===== src/hw/rtl/tcc_pkg.sv =====
package tcc_pkg;

  // number of cordic micro-rotations, capped by the arctangent table
  localparam int unsigned CORDIC_STAGES = 16;
  localparam int unsigned ATAN_ENTRIES  = 24;
  localparam int unsigned NCELL   = (CORDIC_STAGES < ATAN_ENTRIES) ? CORDIC_STAGES : ATAN_ENTRIES;
  localparam int unsigned STAGE_W = $clog2(ATAN_ENTRIES);

  // square root cells: one result bit per cell for a 32-bit radicand
  localparam int unsigned SQRT_CELLS = 16;
  localparam int unsigned SQRT_W     = $clog2(SQRT_CELLS);

  // datapath widths
  localparam int unsigned VW = 56;  // vectoring x/y
  localparam int unsigned RW = 34;  // rotation x/y/z
  localparam int unsigned TW = 18;  // q16 sine and cosine
  localparam int unsigned PW = 34;  // field times trig products
  localparam int unsigned HW = 36;  // horizontal field sums

  localparam logic [31:0] QUARTER_TURN = 32'h4000_0000;
  localparam logic [31:0] HALF_TURN    = 32'h8000_0000;
  localparam logic signed [RW-1:0] INV_GAIN = 34'sd652032874;

  localparam logic [31:0] ATAN_STEP [ATAN_ENTRIES] = '{
    32'h20000000, 32'h12E4051D, 32'h09FB385B, 32'h051111D4,
    32'h028B0D43, 32'h0145D7E1, 32'h00A2F61E, 32'h00517C55,
    32'h0028BE53, 32'h00145F2E, 32'h000A2F98, 32'h000517CC,
    32'h00028BE6, 32'h000145F3, 32'h0000A2F9, 32'h0000517C,
    32'h000028BE, 32'h0000145F, 32'h00000A2F, 32'h00000517,
    32'h0000028B, 32'h00000145, 32'h000000A2, 32'h00000051
  };

  typedef struct packed {
    logic               mode;
    logic signed [15:0] accel_x;
    logic signed [15:0] accel_y;
    logic signed [15:0] accel_z;
    logic signed [15:0] mag_x;
    logic signed [15:0] mag_y;
    logic signed [15:0] mag_z;
    logic signed [15:0] pitch_in;
    logic signed [15:0] roll_in;
  } in_t;

  typedef struct packed {
    logic signed [15:0] pitch_out;
    logic signed [15:0] roll_out;
    logic signed [15:0] heading;
  } out_t;

  typedef struct packed {
    logic signed [VW-1:0] x;
    logic signed [VW-1:0] y;
    logic        [31:0]   z;
    logic                 zero;
  } vec_t;

  typedef struct packed {
    logic signed [RW-1:0] x;
    logic signed [RW-1:0] y;
    logic signed [RW-1:0] z;
    logic                 flip;
  } rot_t;

  typedef struct packed {
    logic [31:0] v;
    logic [31:0] r;
  } sqrt_t;

  // 32-bit binary angle to rounded 16-bit angle
  function automatic logic [15:0] angle_to_out(input logic [31:0] a);
    logic [31:0] s;
    s = a + 32'h0000_8000;
    return s[31:16];
  endfunction

  // 16-bit count scaled by 2^16 into the vectoring width
  function automatic logic signed [VW-1:0] scale16(input logic signed [15:0] a);
    return {{(VW - 32){a[15]}}, a, 16'h0000};
  endfunction

  // quarter-turn pre-rotation into the right half plane
  function automatic vec_t vec_pre(input logic signed [VW-1:0] x,
                                   input logic signed [VW-1:0] y);
    vec_t v;
    v.x    = x;
    v.y    = y;
    v.z    = '0;
    v.zero = (x == '0) && (y == '0);
    if (x[VW-1]) begin
      if (!y[VW-1]) begin
        v.x = y;
        v.y = -x;
        v.z = QUARTER_TURN;
      end else begin
        v.x = -y;
        v.y = x;
        v.z = 32'h0 - QUARTER_TURN;
      end
    end
    return v;
  endfunction

  // fold the angle into [-pi/2, pi/2) and load the inverse gain
  function automatic rot_t rot_pre(input logic [31:0] a);
    rot_t        r;
    logic [31:0] af;
    af     = a;
    r.flip = 1'b0;
    if (a[31:30] == 2'b01 || a[31:30] == 2'b10) begin
      af     = a + HALF_TURN;
      r.flip = 1'b1;
    end
    r.x = INV_GAIN;
    r.y = '0;
    r.z = RW'(signed'(af));
    return r;
  endfunction

  // q30 rotation output rounded to q16, sign restored
  function automatic logic signed [TW-1:0] trig_out(input logic signed [RW-1:0] v,
                                                    input logic flip);
    logic signed [RW-1:0] t;
    t = (v + RW'(8192)) >>> 14;
    if (flip) begin
      t = -t;
    end
    return TW'(t);
  endfunction

endpackage


===== src/hw/rtl/tcc_rot_cell.sv =====
module tcc_rot_cell (
  input  logic                       clk_i,
  input  logic                       en_i,
  input  logic [tcc_pkg::STAGE_W-1:0] stage_i,
  input  tcc_pkg::rot_t              d_i,
  output tcc_pkg::rot_t              q_o
);
  import tcc_pkg::*;

  rot_t                 q_q, q_d;
  logic signed [RW-1:0] xs, ys;
  logic signed [RW-1:0] step;

  // rotation micro-rotation: drive z toward zero
  always_comb begin
    xs   = d_i.x >>> stage_i;
    ys   = d_i.y >>> stage_i;
    step = signed'({{(RW - 32){1'b0}}, ATAN_STEP[stage_i]});
    q_d  = d_i;
    if (!d_i.z[RW-1]) begin
      q_d.x = d_i.x - ys;
      q_d.y = d_i.y + xs;
      q_d.z = d_i.z - step;
    end else begin
      q_d.x = d_i.x + ys;
      q_d.y = d_i.y - xs;
      q_d.z = d_i.z + step;
    end
  end

  always_ff @(posedge clk_i) begin
    if (en_i) begin
      q_q <= q_d;
    end
  end

  assign q_o = q_q;

endmodule


===== config.mk =====
export PLATFORM = sky130hd
export DESIGN_NAME = tcc_rot_cell
export DESIGN_NICKNAME = d
export VERILOG_FILES = /design/src/hw/rtl/tcc_pkg.sv /design/src/hw/rtl/tcc_rot_cell.sv
export SDC_FILE = /design/constraint.sdc
export NUM_CORES = 1
export LEC_CHECK = 0
export CORE_MARGIN = 4
export CORE_UTILIZATION = 40
export CTS_CLUSTER_DIAMETER = 50
export DETAILED_ROUTE_END_ITERATION = 7
export DONT_BUFFER_PORTS = 1
export PLACE_DENSITY = 0.62
export SKIP_LAST_GASP = 1
export SYNTH_ARGS = -nofsm -noshare
export SYNTH_HDL_FRONTEND = slang
export SYNTH_SLANG_ARGS = --single-unit

===== constraint.sdc =====
create_clock -name clk_i -period 8.7 [get_ports clk_i]
set_input_delay 1.74 -clock clk_i [delete_from_list [all_inputs] [get_ports clk_i]]
set_output_delay 1.74 -clock clk_i [all_outputs]
set_load 0.01 [all_outputs]

* Word-level counts from Yosys, hierarchy flattened
Memories as Yosys holds them, arrays and structs flattened.
Cells that the tools add are included.
** Storage, ports and cells
- Register bits :: 103
- Bits in read-only memories :: 1024
- Input bits :: 110
- Word-level logic and storage cells :: 18
- Memories :: 1
- Output and inout bits :: 103
** Cells by class
- Shifts and indexed selects :: 2
- Order comparisons :: 1
- Add/sub/neg operators :: 6
- Multiplexer cells :: 3
- Bitwise logic cells :: 1
** Memory list
- (no name shown) :: depth 32, width 32, read ports 1, clocked after Yosys merged registers in 0, wr ports 0, RTL line tcc_rot_cell.sv:18 : step = signed'({{(RW - 32){1'b0}}, ATAN_STEP[stage_i]});
** Operators with widths (count)
- 2-to-1 mux 102 bit :: 1
- adder 34 bit :: 2
- >>> shifter 34 x 5 -> 34 bit :: 2
- subtractor 34 bit :: 2
- 2-to-1 mux 32 bit :: 2
- adder 34 x 33 -> 34 bit :: 1
- subtractor 34 x 33 -> 34 bit :: 1
- >= comparator 6 bit (second input constant) :: 1
- NOT 5 -> 6 bit :: 1

* Logic depth before layout (Yosys ltp)
- Depth after elaboration :: 6
- Depth in mapped cells :: 28
- Depth with buffers taken out :: 23

* Worst setup path before layout
OpenSTA, ideal clock, no wires.
- Kind :: input -> register
- From :: input port stage_i[3] (netlist bit)
- To :: register q_q (netlist bit q_o[68]) (data pin)
- Stages :: 27
- Arrival :: 6.725 ns
- Path buffers :: 9
- Data required time :: 8.440 ns
- Path slack :: 1.715 ns
- Library setup time :: 0.260 ns
- Cells stage by stage :: buf_2 buf_4 buf_2 buf_2 buf_2 clkbuf_1 clkbuf_1 a21oi_1 o21ai_0 ha_1 nand4b_1 nor4b_4 and3_1 buf_4 a21oi_1 xnor2_1 ha_1 clkbuf_1 a21oi_1 o21a_1 o211ai_1 a31oi_1 a21oi_1 a311o_1 a31oi_1 o21ai_0 xnor2_1
** RTL lines
- start: declaration :: RTL line tcc_rot_cell.sv:4 : input logic [tcc_pkg::STAGE_W-1:0] stage_i,
- end signal: assignment :: RTL line tcc_rot_cell.sv:33 : q_q <= q_d;
- end: declaration :: RTL line tcc_rot_cell.sv:10 : rot_t q_q, q_d;

==> impl_metrics.ini <==
[worst_hold_path]
min_path_type = input port to flop
worstHoldStart = d_i[0]

[synthesis]
ys_seq_area_share_pct = 19.6
synth_area_leader_cell = edfxtp_1
synthCells = 1781
syn-cell-area_um2 = 15800
ys_top_cells_by_area = edfxtp_1 20%, mux4_2 11%, ha_1 8.6%, xnor2_1 6.5%, a21oi_1 5.3%
synth_flop_cell = edfxtp_1
yosysMostFrequentCell = a21oi_1
yosysWarnings = 0
yosysTopAreaCellShare_pct = 19.6
async_reset_ff_share_pct = 0
synth_cell_type_count = 92
synth-edff-count = 103
ys_ff_latch = 103
yosys-top-cells-count = 166 x a21oi_1, 151 x nand2_1, 131 x nor2_1
synth_nets = 2002
syn_area_per_cell_um2 = 8.87

[route]
ant_nets = 0
drt_first_iter_violations = 1701
finalWirelength_um = 59800
drc = 0
via_per_inst = 6.57
wl_per_cell_um = 26.8
vias = 14672
first_pass_iters = 8

[cts]
clock-sinks = 103
cts_resized = 0
cts.reportedPaths.clkPinSlew_ps = 80
tritoncts = yes
cts_hold_buf = 0
htreeDepth = 3
clk_path_buf_depth = 2
cts-buffers-inserted = 9
post_cts_buffers = 0
root_buffer = clkbuf_16

[timing]
final.setup.worst_slack_ps = 1220
tightest_slew_ps = 1100
relSlewSlack_pct = 26.6
finalCriticalPeriod_ps = 7480
setup-tns-final_ps = 0
finalSetupViolCount = 0
fmax_ghz = 0.134
final-hold-violation-count = 0
finalCritPeriodShare_pct = 85.9
drv_slew = 0
rsz0062_at_grt = false

[worst_setup_path]
cp-startpoint = stage_i[2]
worstPathArrival_ps = 7600
critical_path_class = input port to flop
worstPathRequired_ps = 8820
crit_path_start_kind = input port
cp-end-kind = flop
path_max_fanout = 116

[placed_design]
gp_congestion = 0.975
port_buffers = 0
dp_hpwl_um = 45700
place_inst = 2218
post-place-ws_ps = 1030

[run]
maxCapViolations = 0

[global_routing]
track_usage_pct = 27.2
grt-ovfl-total = 0
grt_pass1_wl_um = 88700
antenna_found_initial = 0
grt_pass1_vias = 13957
grt_max_degree = 132

[power]
p_switching_uw = 1070
power_density_nw_per_um2 = 158
p_clk_share_pct = 15.4
netSwitchingFraction_pct = 41.5
internal_power_uw = 1510
ir_worst_vdd_mv = 0.102
p_leak_uw = 0.00619
pwr-share-comb_pct = 50.9
seqPwrFrac_pct = 33.7

[die]
ios = 213
design.core.area_um2 = 38800
dieArea_um2 = 42700
core.rowCount = 72
start_util_pct = 40.7
fp.dieW_um = 207
die_h_um = 207

[final_layout]
largest_register_ffs = 103
drive_above_1_share_pct = 9.97
area_delta_synth_final_pct = 3.45
num_antenna_cells = 0
fin_nets = 1932
stdcell_count = 2234

[run_status]
status = completed
==> cell type report <==
cell class | instances | area [um^2]
well taps | 518 | 648
fillers | 3811 | 22500
multi-input cells | 1533 | 12000
clock buffers | 11 | 233
repair buffers | 16 | 133
clock inverters | 5 | 35.0
inverters | 48 | 180
flip-flops and latches | 103 | 3090
==> kinds of logic after synthesis <==
logic type	after synthesis	synth area share [%]
XOR/XNOR	170	9.43
AND/OR/NAND/NOR	492	15.9
multiplexers	179	17.6
AO/OA/AOI/OAI	581	24.1
flip-flops	103	19.6
buffers and inverters	145	4.38
adder cells (fa/ha/maj)	111	8.94
==> path summary, 6_finish.rpt <==
kind                    to  cells after the start
setup / recovery  q_o[102]                     20
hold / removal      q_o[0]                      0
==> layer usage <==
metal  vias to the layer above  wire length [um]  track usage [%]
met5                         -                 0                0
met4                         0              2130             9.27
met3                       110              5640             7.16
met2                       712             28100             44.6
met1                      7130             24000             34.9
li1                       6720                 -                -
==> stage by stage <==
step	hold slack [ps]	cell area [um^2]	total power [uW]	util, %
global route	1430	16300	2750	42.1
floorplan	1840	15800	1900	-
global placement	1840	16100	2170	41.4
finish	1450	16300	2580	42.1
detailed placement	1840	16100	2170	41.4
CTS	1430	16300	2590	42.1
==> worst max-delay path: stages <==
cell and delay [ps]:
inv_1 640, mux4_2 380, a211oi_1 80, nor3_1 620, ha_1 340, nand4b_1 180, or3_4 410, nor3_2 300
a21oi_1 130, xor2_1 160, ha_1 360, a211oi_1 300, nand2_1 150, a2111o_1 360, a21oi_1 330, o21ai_0 260
o22ai_1 270, o21a_1 210, o21ai_0 110, xor2_1 150
==> placed cells by master (no fill, tap or decap), types with 7 or more instances in the layout <==
cell       synthesis  layout
a211oi_1          28      28
a21boi_0           8       8
a21o_1            40      40
a21oi_1          166     166
a221oi_1          11      11
a22oi_1           11      11
a31oi_1           38      38
and2_1            15      15
and3_1            16      16
buf_4             10      15
clkbuf_16          0       9
edfxtp_1         103     103
ha_1             108     108
inv_1             44      44
mux2_2            33      33
mux2i_1           69      69
mux4_2            76      76
nand2_1          151     151
nand2b_1          29      29
nand3_1           32      32
nor2_1           131     130
nor2b_1           22      22
nor3_1            28      27
nor3b_1            9       9
o211ai_1          18      18
o21a_1            26      26
o21ai_0           98      98
o21bai_1          15      15
o22ai_1           22      22
o31ai_1           14      14
or3_1              7       7
xnor2_1          117     117
xor2_1            53      53
==> power groups by stage <==
stage	logic [uW]	registers (uW)	clock network, uW
floorplan	1040	856	0
global placement	1280	886	0
detailed placement	1290	886	0
finish	1310	869	396
global route	1440	886	425
CTS	1300	878	414
No activity file was read; power rests on OpenSTA's default activity.
