## src/hw/rtl/tcc_pkg.sv

```systemverilog
package tcc_pkg;

  // number of cordic micro-rotations, capped by the arctangent table
  localparam int unsigned CORDIC_STAGES = 16;
  localparam int unsigned ATAN_ENTRIES  = 24;
  localparam int unsigned NCELL   = (CORDIC_STAGES < ATAN_ENTRIES) ? CORDIC_STAGES : ATAN_ENTRIES;
  localparam int unsigned STAGE_W = $clog2(ATAN_ENTRIES);

  // square root cells: one result bit per cell for a 32-bit radicand
  localparam int unsigned SQRT_CELLS = 16;
  localparam int unsigned SQRT_W     = $clog2(SQRT_CELLS);

  // datapath widths
  localparam int unsigned VW = 56;  // vectoring x/y
  localparam int unsigned RW = 34;  // rotation x/y/z
  localparam int unsigned TW = 18;  // q16 sine and cosine
  localparam int unsigned PW = 34;  // field times trig products
  localparam int unsigned HW = 36;  // horizontal field sums

  localparam logic [31:0] QUARTER_TURN = 32'h4000_0000;
  localparam logic [31:0] HALF_TURN    = 32'h8000_0000;
  localparam logic signed [RW-1:0] INV_GAIN = 34'sd652032874;

  localparam logic [31:0] ATAN_STEP [ATAN_ENTRIES] = '{
    32'h20000000, 32'h12E4051D, 32'h09FB385B, 32'h051111D4,
    32'h028B0D43, 32'h0145D7E1, 32'h00A2F61E, 32'h00517C55,
    32'h0028BE53, 32'h00145F2E, 32'h000A2F98, 32'h000517CC,
    32'h00028BE6, 32'h000145F3, 32'h0000A2F9, 32'h0000517C,
    32'h000028BE, 32'h0000145F, 32'h00000A2F, 32'h00000517,
    32'h0000028B, 32'h00000145, 32'h000000A2, 32'h00000051
  };

  typedef struct packed {
    logic               mode;
    logic signed [15:0] accel_x;
    logic signed [15:0] accel_y;
    logic signed [15:0] accel_z;
    logic signed [15:0] mag_x;
    logic signed [15:0] mag_y;
    logic signed [15:0] mag_z;
    logic signed [15:0] pitch_in;
    logic signed [15:0] roll_in;
  } in_t;

  typedef struct packed {
    logic signed [15:0] pitch_out;
    logic signed [15:0] roll_out;
    logic signed [15:0] heading;
  } out_t;

  typedef struct packed {
    logic signed [VW-1:0] x;
    logic signed [VW-1:0] y;
    logic        [31:0]   z;
    logic                 zero;
  } vec_t;

  typedef struct packed {
    logic signed [RW-1:0] x;
    logic signed [RW-1:0] y;
    logic signed [RW-1:0] z;
    logic                 flip;
  } rot_t;

  typedef struct packed {
    logic [31:0] v;
    logic [31:0] r;
  } sqrt_t;

  // 32-bit binary angle to rounded 16-bit angle
  function automatic logic [15:0] angle_to_out(input logic [31:0] a);
    logic [31:0] s;
    s = a + 32'h0000_8000;
    return s[31:16];
  endfunction

  // 16-bit count scaled by 2^16 into the vectoring width
  function automatic logic signed [VW-1:0] scale16(input logic signed [15:0] a);
    return {{(VW - 32){a[15]}}, a, 16'h0000};
  endfunction

  // quarter-turn pre-rotation into the right half plane
  function automatic vec_t vec_pre(input logic signed [VW-1:0] x,
                                   input logic signed [VW-1:0] y);
    vec_t v;
    v.x    = x;
    v.y    = y;
    v.z    = '0;
    v.zero = (x == '0) && (y == '0);
    if (x[VW-1]) begin
      if (!y[VW-1]) begin
        v.x = y;
        v.y = -x;
        v.z = QUARTER_TURN;
      end else begin
        v.x = -y;
        v.y = x;
        v.z = 32'h0 - QUARTER_TURN;
      end
    end
    return v;
  endfunction

  // fold the angle into [-pi/2, pi/2) and load the inverse gain
  function automatic rot_t rot_pre(input logic [31:0] a);
    rot_t        r;
    logic [31:0] af;
    af     = a;
    r.flip = 1'b0;
    if (a[31:30] == 2'b01 || a[31:30] == 2'b10) begin
      af     = a + HALF_TURN;
      r.flip = 1'b1;
    end
    r.x = INV_GAIN;
    r.y = '0;
    r.z = RW'(signed'(af));
    return r;
  endfunction

  // q30 rotation output rounded to q16, sign restored
  function automatic logic signed [TW-1:0] trig_out(input logic signed [RW-1:0] v,
                                                    input logic flip);
    logic signed [RW-1:0] t;
    t = (v + RW'(8192)) >>> 14;
    if (flip) begin
      t = -t;
    end
    return TW'(t);
  endfunction

endpackage

```

## src/hw/rtl/tcc_sqrt_cell.sv

```systemverilog
module tcc_sqrt_cell (
  input  logic                      clk_i,
  input  logic                      en_i,
  input  logic [tcc_pkg::SQRT_W-1:0] stage_i,
  input  tcc_pkg::sqrt_t            d_i,
  output tcc_pkg::sqrt_t            q_o
);
  import tcc_pkg::*;

  sqrt_t       q_q, q_d;
  logic [4:0]  sh;
  logic [31:0] bitv;
  logic [31:0] rb;

  // one result bit: trial subtract of the current square term
  always_comb begin
    sh   = 5'd30 - {stage_i, 1'b0};
    bitv = 32'd1 << sh;
    rb   = d_i.r + bitv;
    q_d  = d_i;
    if (d_i.v >= rb) begin
      q_d.v = d_i.v - rb;
      q_d.r = (d_i.r >> 1) + bitv;
    end else begin
      q_d.r = d_i.r >> 1;
    end
  end

  always_ff @(posedge clk_i) begin
    if (en_i) begin
      q_q <= q_d;
    end
  end

  assign q_o = q_q;

endmodule

```

## config.mk

```make
export PLATFORM = sky130hd
export DESIGN_NAME = tcc_sqrt_cell
export DESIGN_NICKNAME = d
export VERILOG_FILES = /design/src/hw/rtl/tcc_pkg.sv /design/src/hw/rtl/tcc_sqrt_cell.sv
export SDC_FILE = /design/constraint.sdc
export NUM_CORES = 1
export LEC_CHECK = 0
export BUFFER_PORTS_ARGS = -buffer_cell sky130_fd_sc_hd__buf_4
export CORE_MARGIN = 1
export CORE_UTILIZATION = 61
export DETAILED_ROUTE_END_ITERATION = 7
export GPL_TIMING_DRIVEN = 0
export PLACE_DENSITY = 0.93
export SYNTH_ARGS = -nofsm -noshare
export SYNTH_HDL_FRONTEND = slang
export SYNTH_SLANG_ARGS = --single-unit
```

## constraint.sdc

```tcl
create_clock -name clk_i -period 7.9 [get_ports clk_i]
set_clock_uncertainty 0.2 [all_clocks]
set_input_delay 0.79 -clock clk_i [delete_from_list [all_inputs] [get_ports clk_i]]
set_output_delay 0.79 -clock clk_i [all_outputs]
set_load 0.05 [all_outputs]
```

== After elaboration in Yosys (flattened, before gate mapping) ==
Index checks and enable logic that the tools add are counted.

* Add/sub/neg operators: 4
* $lt $le $gt $ge: 1
* Shift-type cells: 1
* Mux-type cells: 2

{| class="wikitable"
|+ Operators with widths
! operator !! count
|-
| adder 31 x 32 -> 32 bit || 1
|-
| adder 32 bit || 1
|-
| greater-or-equal comparator 32 bit || 1
|-
| two-way mux 32 bit || 1
|-
| << shifter 1 x 5 -> 32 bit (first input constant) || 1
|-
| subtractor 32 bit || 1
|-
| two-way mux 31 bit || 1
|-
| subtractor 5 bit (first input constant) || 1
|}

* Bits in registers: 64
* Input port bits: 70
* Output and inout port bits: 64
* Word-level logic and storage cells: 11

== Longest topological paths before layout ==
Gate-level depths: netlist (run 1).

* Depth after elaboration: 5
* Gate-level depth with buffers: 24
* Mapped depth without buffers: 21

== Least setup slack after synthesis (run 1) ==
OpenSTA, ideal clock, no wires.

* Path kind: input to register
* From: in stage_i[3] in the netlist's numbering
* To: reg q_q (netlist bit q_o[11]) (data pin)
* Library setup time: 0.258 ns
* Arrival time: 4.819 ns
* Data required time: 7.442 ns
* Setup slack: 2.623 ns
* Stages on the path: 24
* Path buffers: 4
* Path through: buf_2 -> nand2_1 -> nor2_1 -> ha_1 -> ha_1 -> a41oi_1 -> o21ai_0 -> a21o_1 -> a31o_1 -> a211oi_4 -> and2b_1 -> xnor2_1 -> ha_1 -> buf_2 -> and4_1 -> nand4_1 -> nor4_1 -> nand2_1 -> nand4_1 -> and2_1 -> buf_2 -> buf_2 -> nand2_1 -> xnor2_1

{| class="wikitable"
|+ RTL lines
! what !! RTL line !! RTL
|-
| start: declaration || tcc_sqrt_cell.sv:4 || <nowiki>input logic [tcc_pkg::SQRT_W-1:0] stage_i,</nowiki>
|-
| end signal: assignment || tcc_sqrt_cell.sv:31 || <nowiki>q_q <= q_d;</nowiki>
|-
| end: declaration || tcc_sqrt_cell.sv:10 || <nowiki>sqrt_t q_q, q_d;</nowiki>
|}

==> results.sh, run 1 <==
export IMPL_cp_data_required_time_ns=7.78
export IMPL_cap_violations=0
export IMPL_drive_above_1_share_pct=19.1
export IMPL_die_w_um=106
export IMPL_hp_start="d_i[35]"
export IMPL_clockRootBuffer="clkbuf_8"
export IMPL_syn2layout_area_growth_pct=20.7
export IMPL_synth_top_cells_by_count="nand2_1, o21ai_0, edfxtp_1"
export IMPL_die_area_um2=11200
export IMPL_synth_seq_cells=64
export IMPL_start_kind="input port"
export IMPL_crit_arrival_ns=5.95
export IMPL_syn_avg_cell_area_um2=8.49
export IMPL_grt_max_degree=65
export IMPL_global_route_overflow_total=0
export IMPL_crit_buf_inv=3
export IMPL_path_clk_slew_ns=0.08
export IMPL_largest_register_ffs=64
export IMPL_worstPathCellList="buf_2 > nand2_1 > nor2_1 > ha_1 > ha_1 > o211ai_1 > o21ai_0 > a21o_1 > a31o_1 > a211oi_4 > o21bai_2 > nor4bb_1 > nor3_1 > ha_1 > and2_1 > nand4_1 > nor4_1 > nand2_1 > nand4_1 > and2_1 > buf_2 > buf_1 > a21oi_1"
export IMPL_cp_startpoint="stage_i[3]"
export IMPL_tritoncts="yes"
export IMPL_synth_seq_area_share_pct=29.3
export IMPL_crit_path_max_incr_delay_ns=0.58
export IMPL_cts_setup_buffers=0
export IMPL_tightest_slew_ns=0.961
export IMPL_firstDrtPassIters=6
export IMPL_cp_end_kind="flop"
export IMPL_synth_top_area_share_pct=29.3
export IMPL_critical_path_top_delay_family="simple AND/OR/NAND/NOR gates"
export IMPL_slew_headroom_pct=35.1
export IMPL_async_flop_share_pct=0
export IMPL_core_area_um2=10400
export IMPL_cpMaxStageDelayCell="buf_1"
export IMPL_clkSinkCount=64
export IMPL_synth_top_area_cell="edfxtp_1"
export IMPL_post_route_period_util_pct=76.8
export IMPL_ant_nets=0
export IMPL_fp_row_count=37
export IMPL_hold_violations=0
export IMPL_min_to="q_o[35]"
export IMPL_ctsHoldBuffers=0
export IMPL_pre_cts_ws_ns=1.62
export IMPL_grt_use_total_pct=33.1
export IMPL_htreeDepth=3
export IMPL_tns_ns=0
export IMPL_fillers=753
export IMPL_yosys_warnings=0
export IMPL_critPathKind="in2reg"
export IMPL_io_pin_count=134
export IMPL_ys_flop_type="edfxtp_1"
export IMPL_ys_top_cells_by_area="edfxtp_1, ha_1, xor2_1, xnor2_1, nand2_1"
export IMPL_start_util_pct=63.3
export IMPL_cts_buffers=9
export IMPL_rsz0062_at_grt="no"
export IMPL_fin_nets=1044
export IMPL_synthMostInstantiatedCell="nand2_1"
export IMPL_run_status="completed"
export IMPL_fin_crit_ns=6.07
export IMPL_power_density_nw_per_um2=172
export IMPL_hpwl_mm=13.8
export IMPL_fmax_mhz=165
export IMPL_syn_inst=773
export IMPL_synth_nets=906
export IMPL_setup_slack_ns=1.83
export IMPL_vias=6609
export IMPL_clk_path_buf_depth=2
export IMPL_vdd_ir_drop_max_mv=0.115
export IMPL_cts_resized=0
export IMPL_setup_violations_final=0
export IMPL_synth_edf_count=64
export IMPL_worstPathMaxFanout=10
export IMPL_io_buffers=127
export IMPL_wirelength_mm=18.3
export IMPL_viasPerCell=6.28
export IMPL_drv_slew=0
export IMPL_dieHeight_um=106
export IMPL_p_leak_nw=3.32
export IMPL_gp_congestion=0.911
export IMPL_grt_antenna_before_repair=0
export IMPL_hp_class="in2reg"
export IMPL_crit_top_cell="ha_1"
export IMPL_grt_pass1_vias=6222
export IMPL_drc=0
export IMPL_wire_per_inst_um=17.4
export IMPL_antenna_cells=0
export IMPL_hold_depth=3
export IMPL_synth_area_um2=6560
export IMPL_ys_types=75
export IMPL_dr_first_iter_drc_count=578
export IMPL_grt_first_pass_wirelength_mm=29.4
==> cell usage in the layout (no fill, tap or decap), types with 15 or more instances in the layout <==
cell      Yosys  final
nand2_1     102    102
o21ai_0      73     73
nor2_1       57     57
nor3_1       25     25
a21oi_1      46     46
ha_1         62     62
xor2_1       46     46
clkbuf_1     14     15
buf_4         1    128
inv_1        17     17
a31oi_1      30     30
edfxtp_1     64     64
nand3_1      16     16
xnor2_1      45     45
a21o_1       17     17
==> logic make-up after synthesis <==
group,synth area share [%]
flops,29.3
mux,0.667
simple gates,19.5
buf+inv,3.07
xor+xnor,12.1
fa+ha+maj,12.8
compound gates,22.6
==> report_power, final <==
part           internal (mW)  switching (mW)  total [mW]
sequential             0.422          0.0110       0.433
combinational          0.199           0.376       0.575
clock                  0.209           0.145       0.354
==> per-layer routing <==
metal / up-vias / wire length [µm] / track usage (%)
met5: - / 0 / 0
met3: 69 / 1840 / 5.88
met1: 2978 / 7420 / 43.3
li1: 3138 / - / -
met2: 424 / 8410 / 53.6
met4: 0 / 626 / 14.6
==> worst max path at each step <==
| stage | endpoint | depth (start not counted) | slack [ns] |
|---|---|---|---|
| 2_1_floorplan | q_o[11] | 24 | 2.62 |
| 3_3_place_gp | q_o[16] | 22 | 1.72 |
| 3_5_place_dp | q_o[16] | 23 | 1.62 |
| 4_1_cts | q_o[16] | 23 | 2.00 |
| 5_1_grt | q_o[16] | 23 | 1.42 |
| 6_report | q_o[16] | 23 | 1.83 |
==> layout make-up <==
class                   instances  area [µm²]  area share (%)
multi-input cells             665        4440            56.0
flip-flops and latches         64        1920            24.3
repair buffers                127         953            12.0
well taps                     136         170            2.15
plain buffers                  27         138            1.74
clock buffers                  10         128            1.61
clock inverters                 6         108            1.36
inverters                      17        63.8           0.806
==> worst min-delay path, stage by stage <==
cell and delay, ns:
buf_4 0.09, nand2_1 0.03, o21ai_0 0.06
==> through the flow <==
| step | power, mW | std cells | utilization (%) | hold WS (ns) | instance area (µm²) |
|---|---|---|---|---|---|
| 4_1_cts | 1.35 | 1052 | 76.4 | 0.515 | 7920 |
| 3_3_place_gp | 0.991 | 1036 | 74.1 | 0.879 | 7690 |
| 6_report | 1.36 | 1052 | 76.4 | 0.508 | 7920 |
| 2_1_floorplan | 0.834 | 773 | - | 0.702 | 6560 |
| 5_1_grt | 1.42 | 1052 | 76.4 | 0.519 | 7920 |
| 3_5_place_dp | 1.00 | 1036 | 74.1 | 0.884 | 7690 |
No activity file was read; power rests on OpenSTA's default activity.
==> run 2, diff against run 1 <==
--- a/config.mk
+++ b/config.mk
@@ -7,10 +7,10 @@
 export LEC_CHECK = 0
 export BUFFER_PORTS_ARGS = -buffer_cell sky130_fd_sc_hd__buf_4
 export CORE_MARGIN = 1
-export CORE_UTILIZATION = 61
+export CORE_UTILIZATION = 57
 export DETAILED_ROUTE_END_ITERATION = 7
 export GPL_TIMING_DRIVEN = 0
-export PLACE_DENSITY = 0.93
+export PLACE_DENSITY = 0.88
 export SYNTH_ARGS = -nofsm -noshare
 export SYNTH_HDL_FRONTEND = slang
 export SYNTH_SLANG_ARGS = --single-unit
==> constraint.sdc (replaced) <==
create_clock -name clk_i -period 6.28 [get_ports clk_i]
set_clock_uncertainty 0.2 [all_clocks]
set_input_delay 0.628 -clock clk_i [delete_from_list [all_inputs] [get_ports clk_i]]
set_output_delay 0.628 -clock clk_i [all_outputs]
set_load 0.05 [all_outputs]
==> results.sh, run 2 (synthesized netlist as in run 1, its figures left out) <==
export IMPL_run_status="completed"
export IMPL_grt_pass1_vias=5947
export IMPL_tritoncts="yes"
export IMPL_die_w_um=109
export IMPL_ant_nets=0
export IMPL_vias=6520
export IMPL_critPathKind="in2reg"
export IMPL_crit_buf_inv=2
export IMPL_vdd_ir_drop_max_mv=0.128
export IMPL_drv_slew=0
export IMPL_layout_common_cells="buf_4, nand2_1, o21ai_0"
export IMPL_wire_per_inst_um=17.4
export IMPL_grt_antenna_before_repair=0
export IMPL_grt_max_degree=65
export IMPL_largest_register_ffs=64
export IMPL_post_route_period_util_pct=92.5
export IMPL_mostFrequentLayoutCell="buf_4"
export IMPL_dr_first_iter_drc_count=449
export IMPL_fp_row_count=38
export IMPL_critical_path_top_delay_family="compound AO/OA/AOI/OAI gates"
export IMPL_grt_use_total_pct=31.7
export IMPL_cp_end_kind="flop"
export IMPL_cts_buffers=9
export IMPL_fin_crit_ns=5.81
export IMPL_drc=0
export IMPL_wirelength_mm=18.4
export IMPL_drive_above_1_share_pct=19.3
export IMPL_hp_class="in2reg"
export IMPL_path_clk_slew_ns=0.06
export IMPL_dieHeight_um=109
export IMPL_die_area_um2=11900
export IMPL_start_kind="input port"
export IMPL_firstDrtPassIters=5
export IMPL_cp_data_required_time_ns=6.12
export IMPL_start_util_pct=59.5
export IMPL_cts_setup_buffers=0
export IMPL_setup_violations_final=0
export IMPL_global_route_overflow_total=0
export IMPL_fmax_mhz=172
export IMPL_p_leak_nw=3.35
export IMPL_slew_headroom_pct=41.1
export IMPL_fin_nets=1044
export IMPL_grt_first_pass_wirelength_mm=29.0
export IMPL_worstPathMaxFanout=10
export IMPL_core_area_um2=11000
export IMPL_tightest_slew_ns=0.872
export IMPL_clkSinkCount=64
export IMPL_clockRootBuffer="clkbuf_16"
export IMPL_gp_congestion=0.940
export IMPL_cpMaxStageDelayCell="clkbuf_1"
export IMPL_htreeDepth=3
export IMPL_hold_violations=0
export IMPL_crit_path_max_incr_delay_ns=0.50
export IMPL_syn2layout_area_growth_pct=21.8
export IMPL_antenna_cells=0
export IMPL_hpwl_mm=14.0
export IMPL_cap_violations=0
export IMPL_io_pin_count=134
export IMPL_power_density_nw_per_um2=224
export IMPL_worstPathCellList="buf_4 > nand2b_1 > nor2_1 > ha_1 > and2_1 > o2111ai_1 > a211oi_1 > o2111ai_1 > a21oi_1 > o21bai_1 > a211oi_1 > mux2i_1 > ha_1 > a21o_1 > a21o_1 > a21oi_1 > a22o_1 > o21ai_0 > nand2_1 > clkbuf_1 > o21ai_0"
export IMPL_final_util_pct=72.5
export IMPL_crit_arrival_ns=5.65
export IMPL_io_buffers=127
export IMPL_clk_path_buf_depth=2
export IMPL_viasPerCell=6.17
export IMPL_tns_ns=0
export IMPL_rsz0062_at_grt="no"
==> run 2: cell types whose count changed in the layout (fill, tap and decap cells not counted) <==
cell	delta
clkbuf_16	+9
clkbuf_8	-9
inv_6	+3
bufinv_16	-2
clkinv_2	-2
clkinvlp_4	+2
buf_1	-1
clkbuf_1	-1
clkbuf_2	+1
==> run 2: report_power, final <==
part	internal, mW	leakage [nW]	switching (mW)
clock	0.312	0.139	0.210
sequential	0.532	0.626	0.0141
combinational	0.250	2.58	0.473
total	1.09	3.35	0.697
==> run 2: timing repair <==
action                                 in CTS  in global routing
hold buffers                                0                  0
gates resized for setup                     0                  1
setup endpoints to repair                   0                  8
endpoints found under the hold margin       0                  0
==> run 2: through the flow <==
step	total power [mW]	worst slack (ns)	cells	area [µm²]	hold WS, ns
floorplan	1.05	1.17	773	6560	0.540
global placement	1.25	0.165	1040	7690	0.714
CTS	1.79	0.389	1056	8000	0.370
global route	1.87	0.0172	1056	8000	0.390
finish	1.79	0.471	1056	8000	0.384
detailed placement	1.26	0.0637	1040	7690	0.714
==> run 2: per-layer routing <==
layer	wire [µm]	up-vias	track usage [%]
met5	0	-	0
met4	554	0	13.7
met3	1690	48	5.75
met2	8510	324	50.9
met1	7670	3004	42.0
li1	-	3144	-
==> run 2: worst paths after layout <==
path       start      end  slack, ns  cells past startpoint
max   stage_i[1]  q_o[14]       0.47                     21
min      d_i[54]  q_o[54]       0.38                      3
==> run 2: layout make-up <==
cell class / count / area [µm²]
fillers: 856 / 3030
clock inverters: 7 / 78.8
repair buffers: 127 / 953
inverters: 17 / 63.8
clock buffers: 9 / 225
plain buffers: 27 / 139
well taps: 140 / 175
multi-input cells: 665 / 4440
flip-flops and latches: 64 / 1920
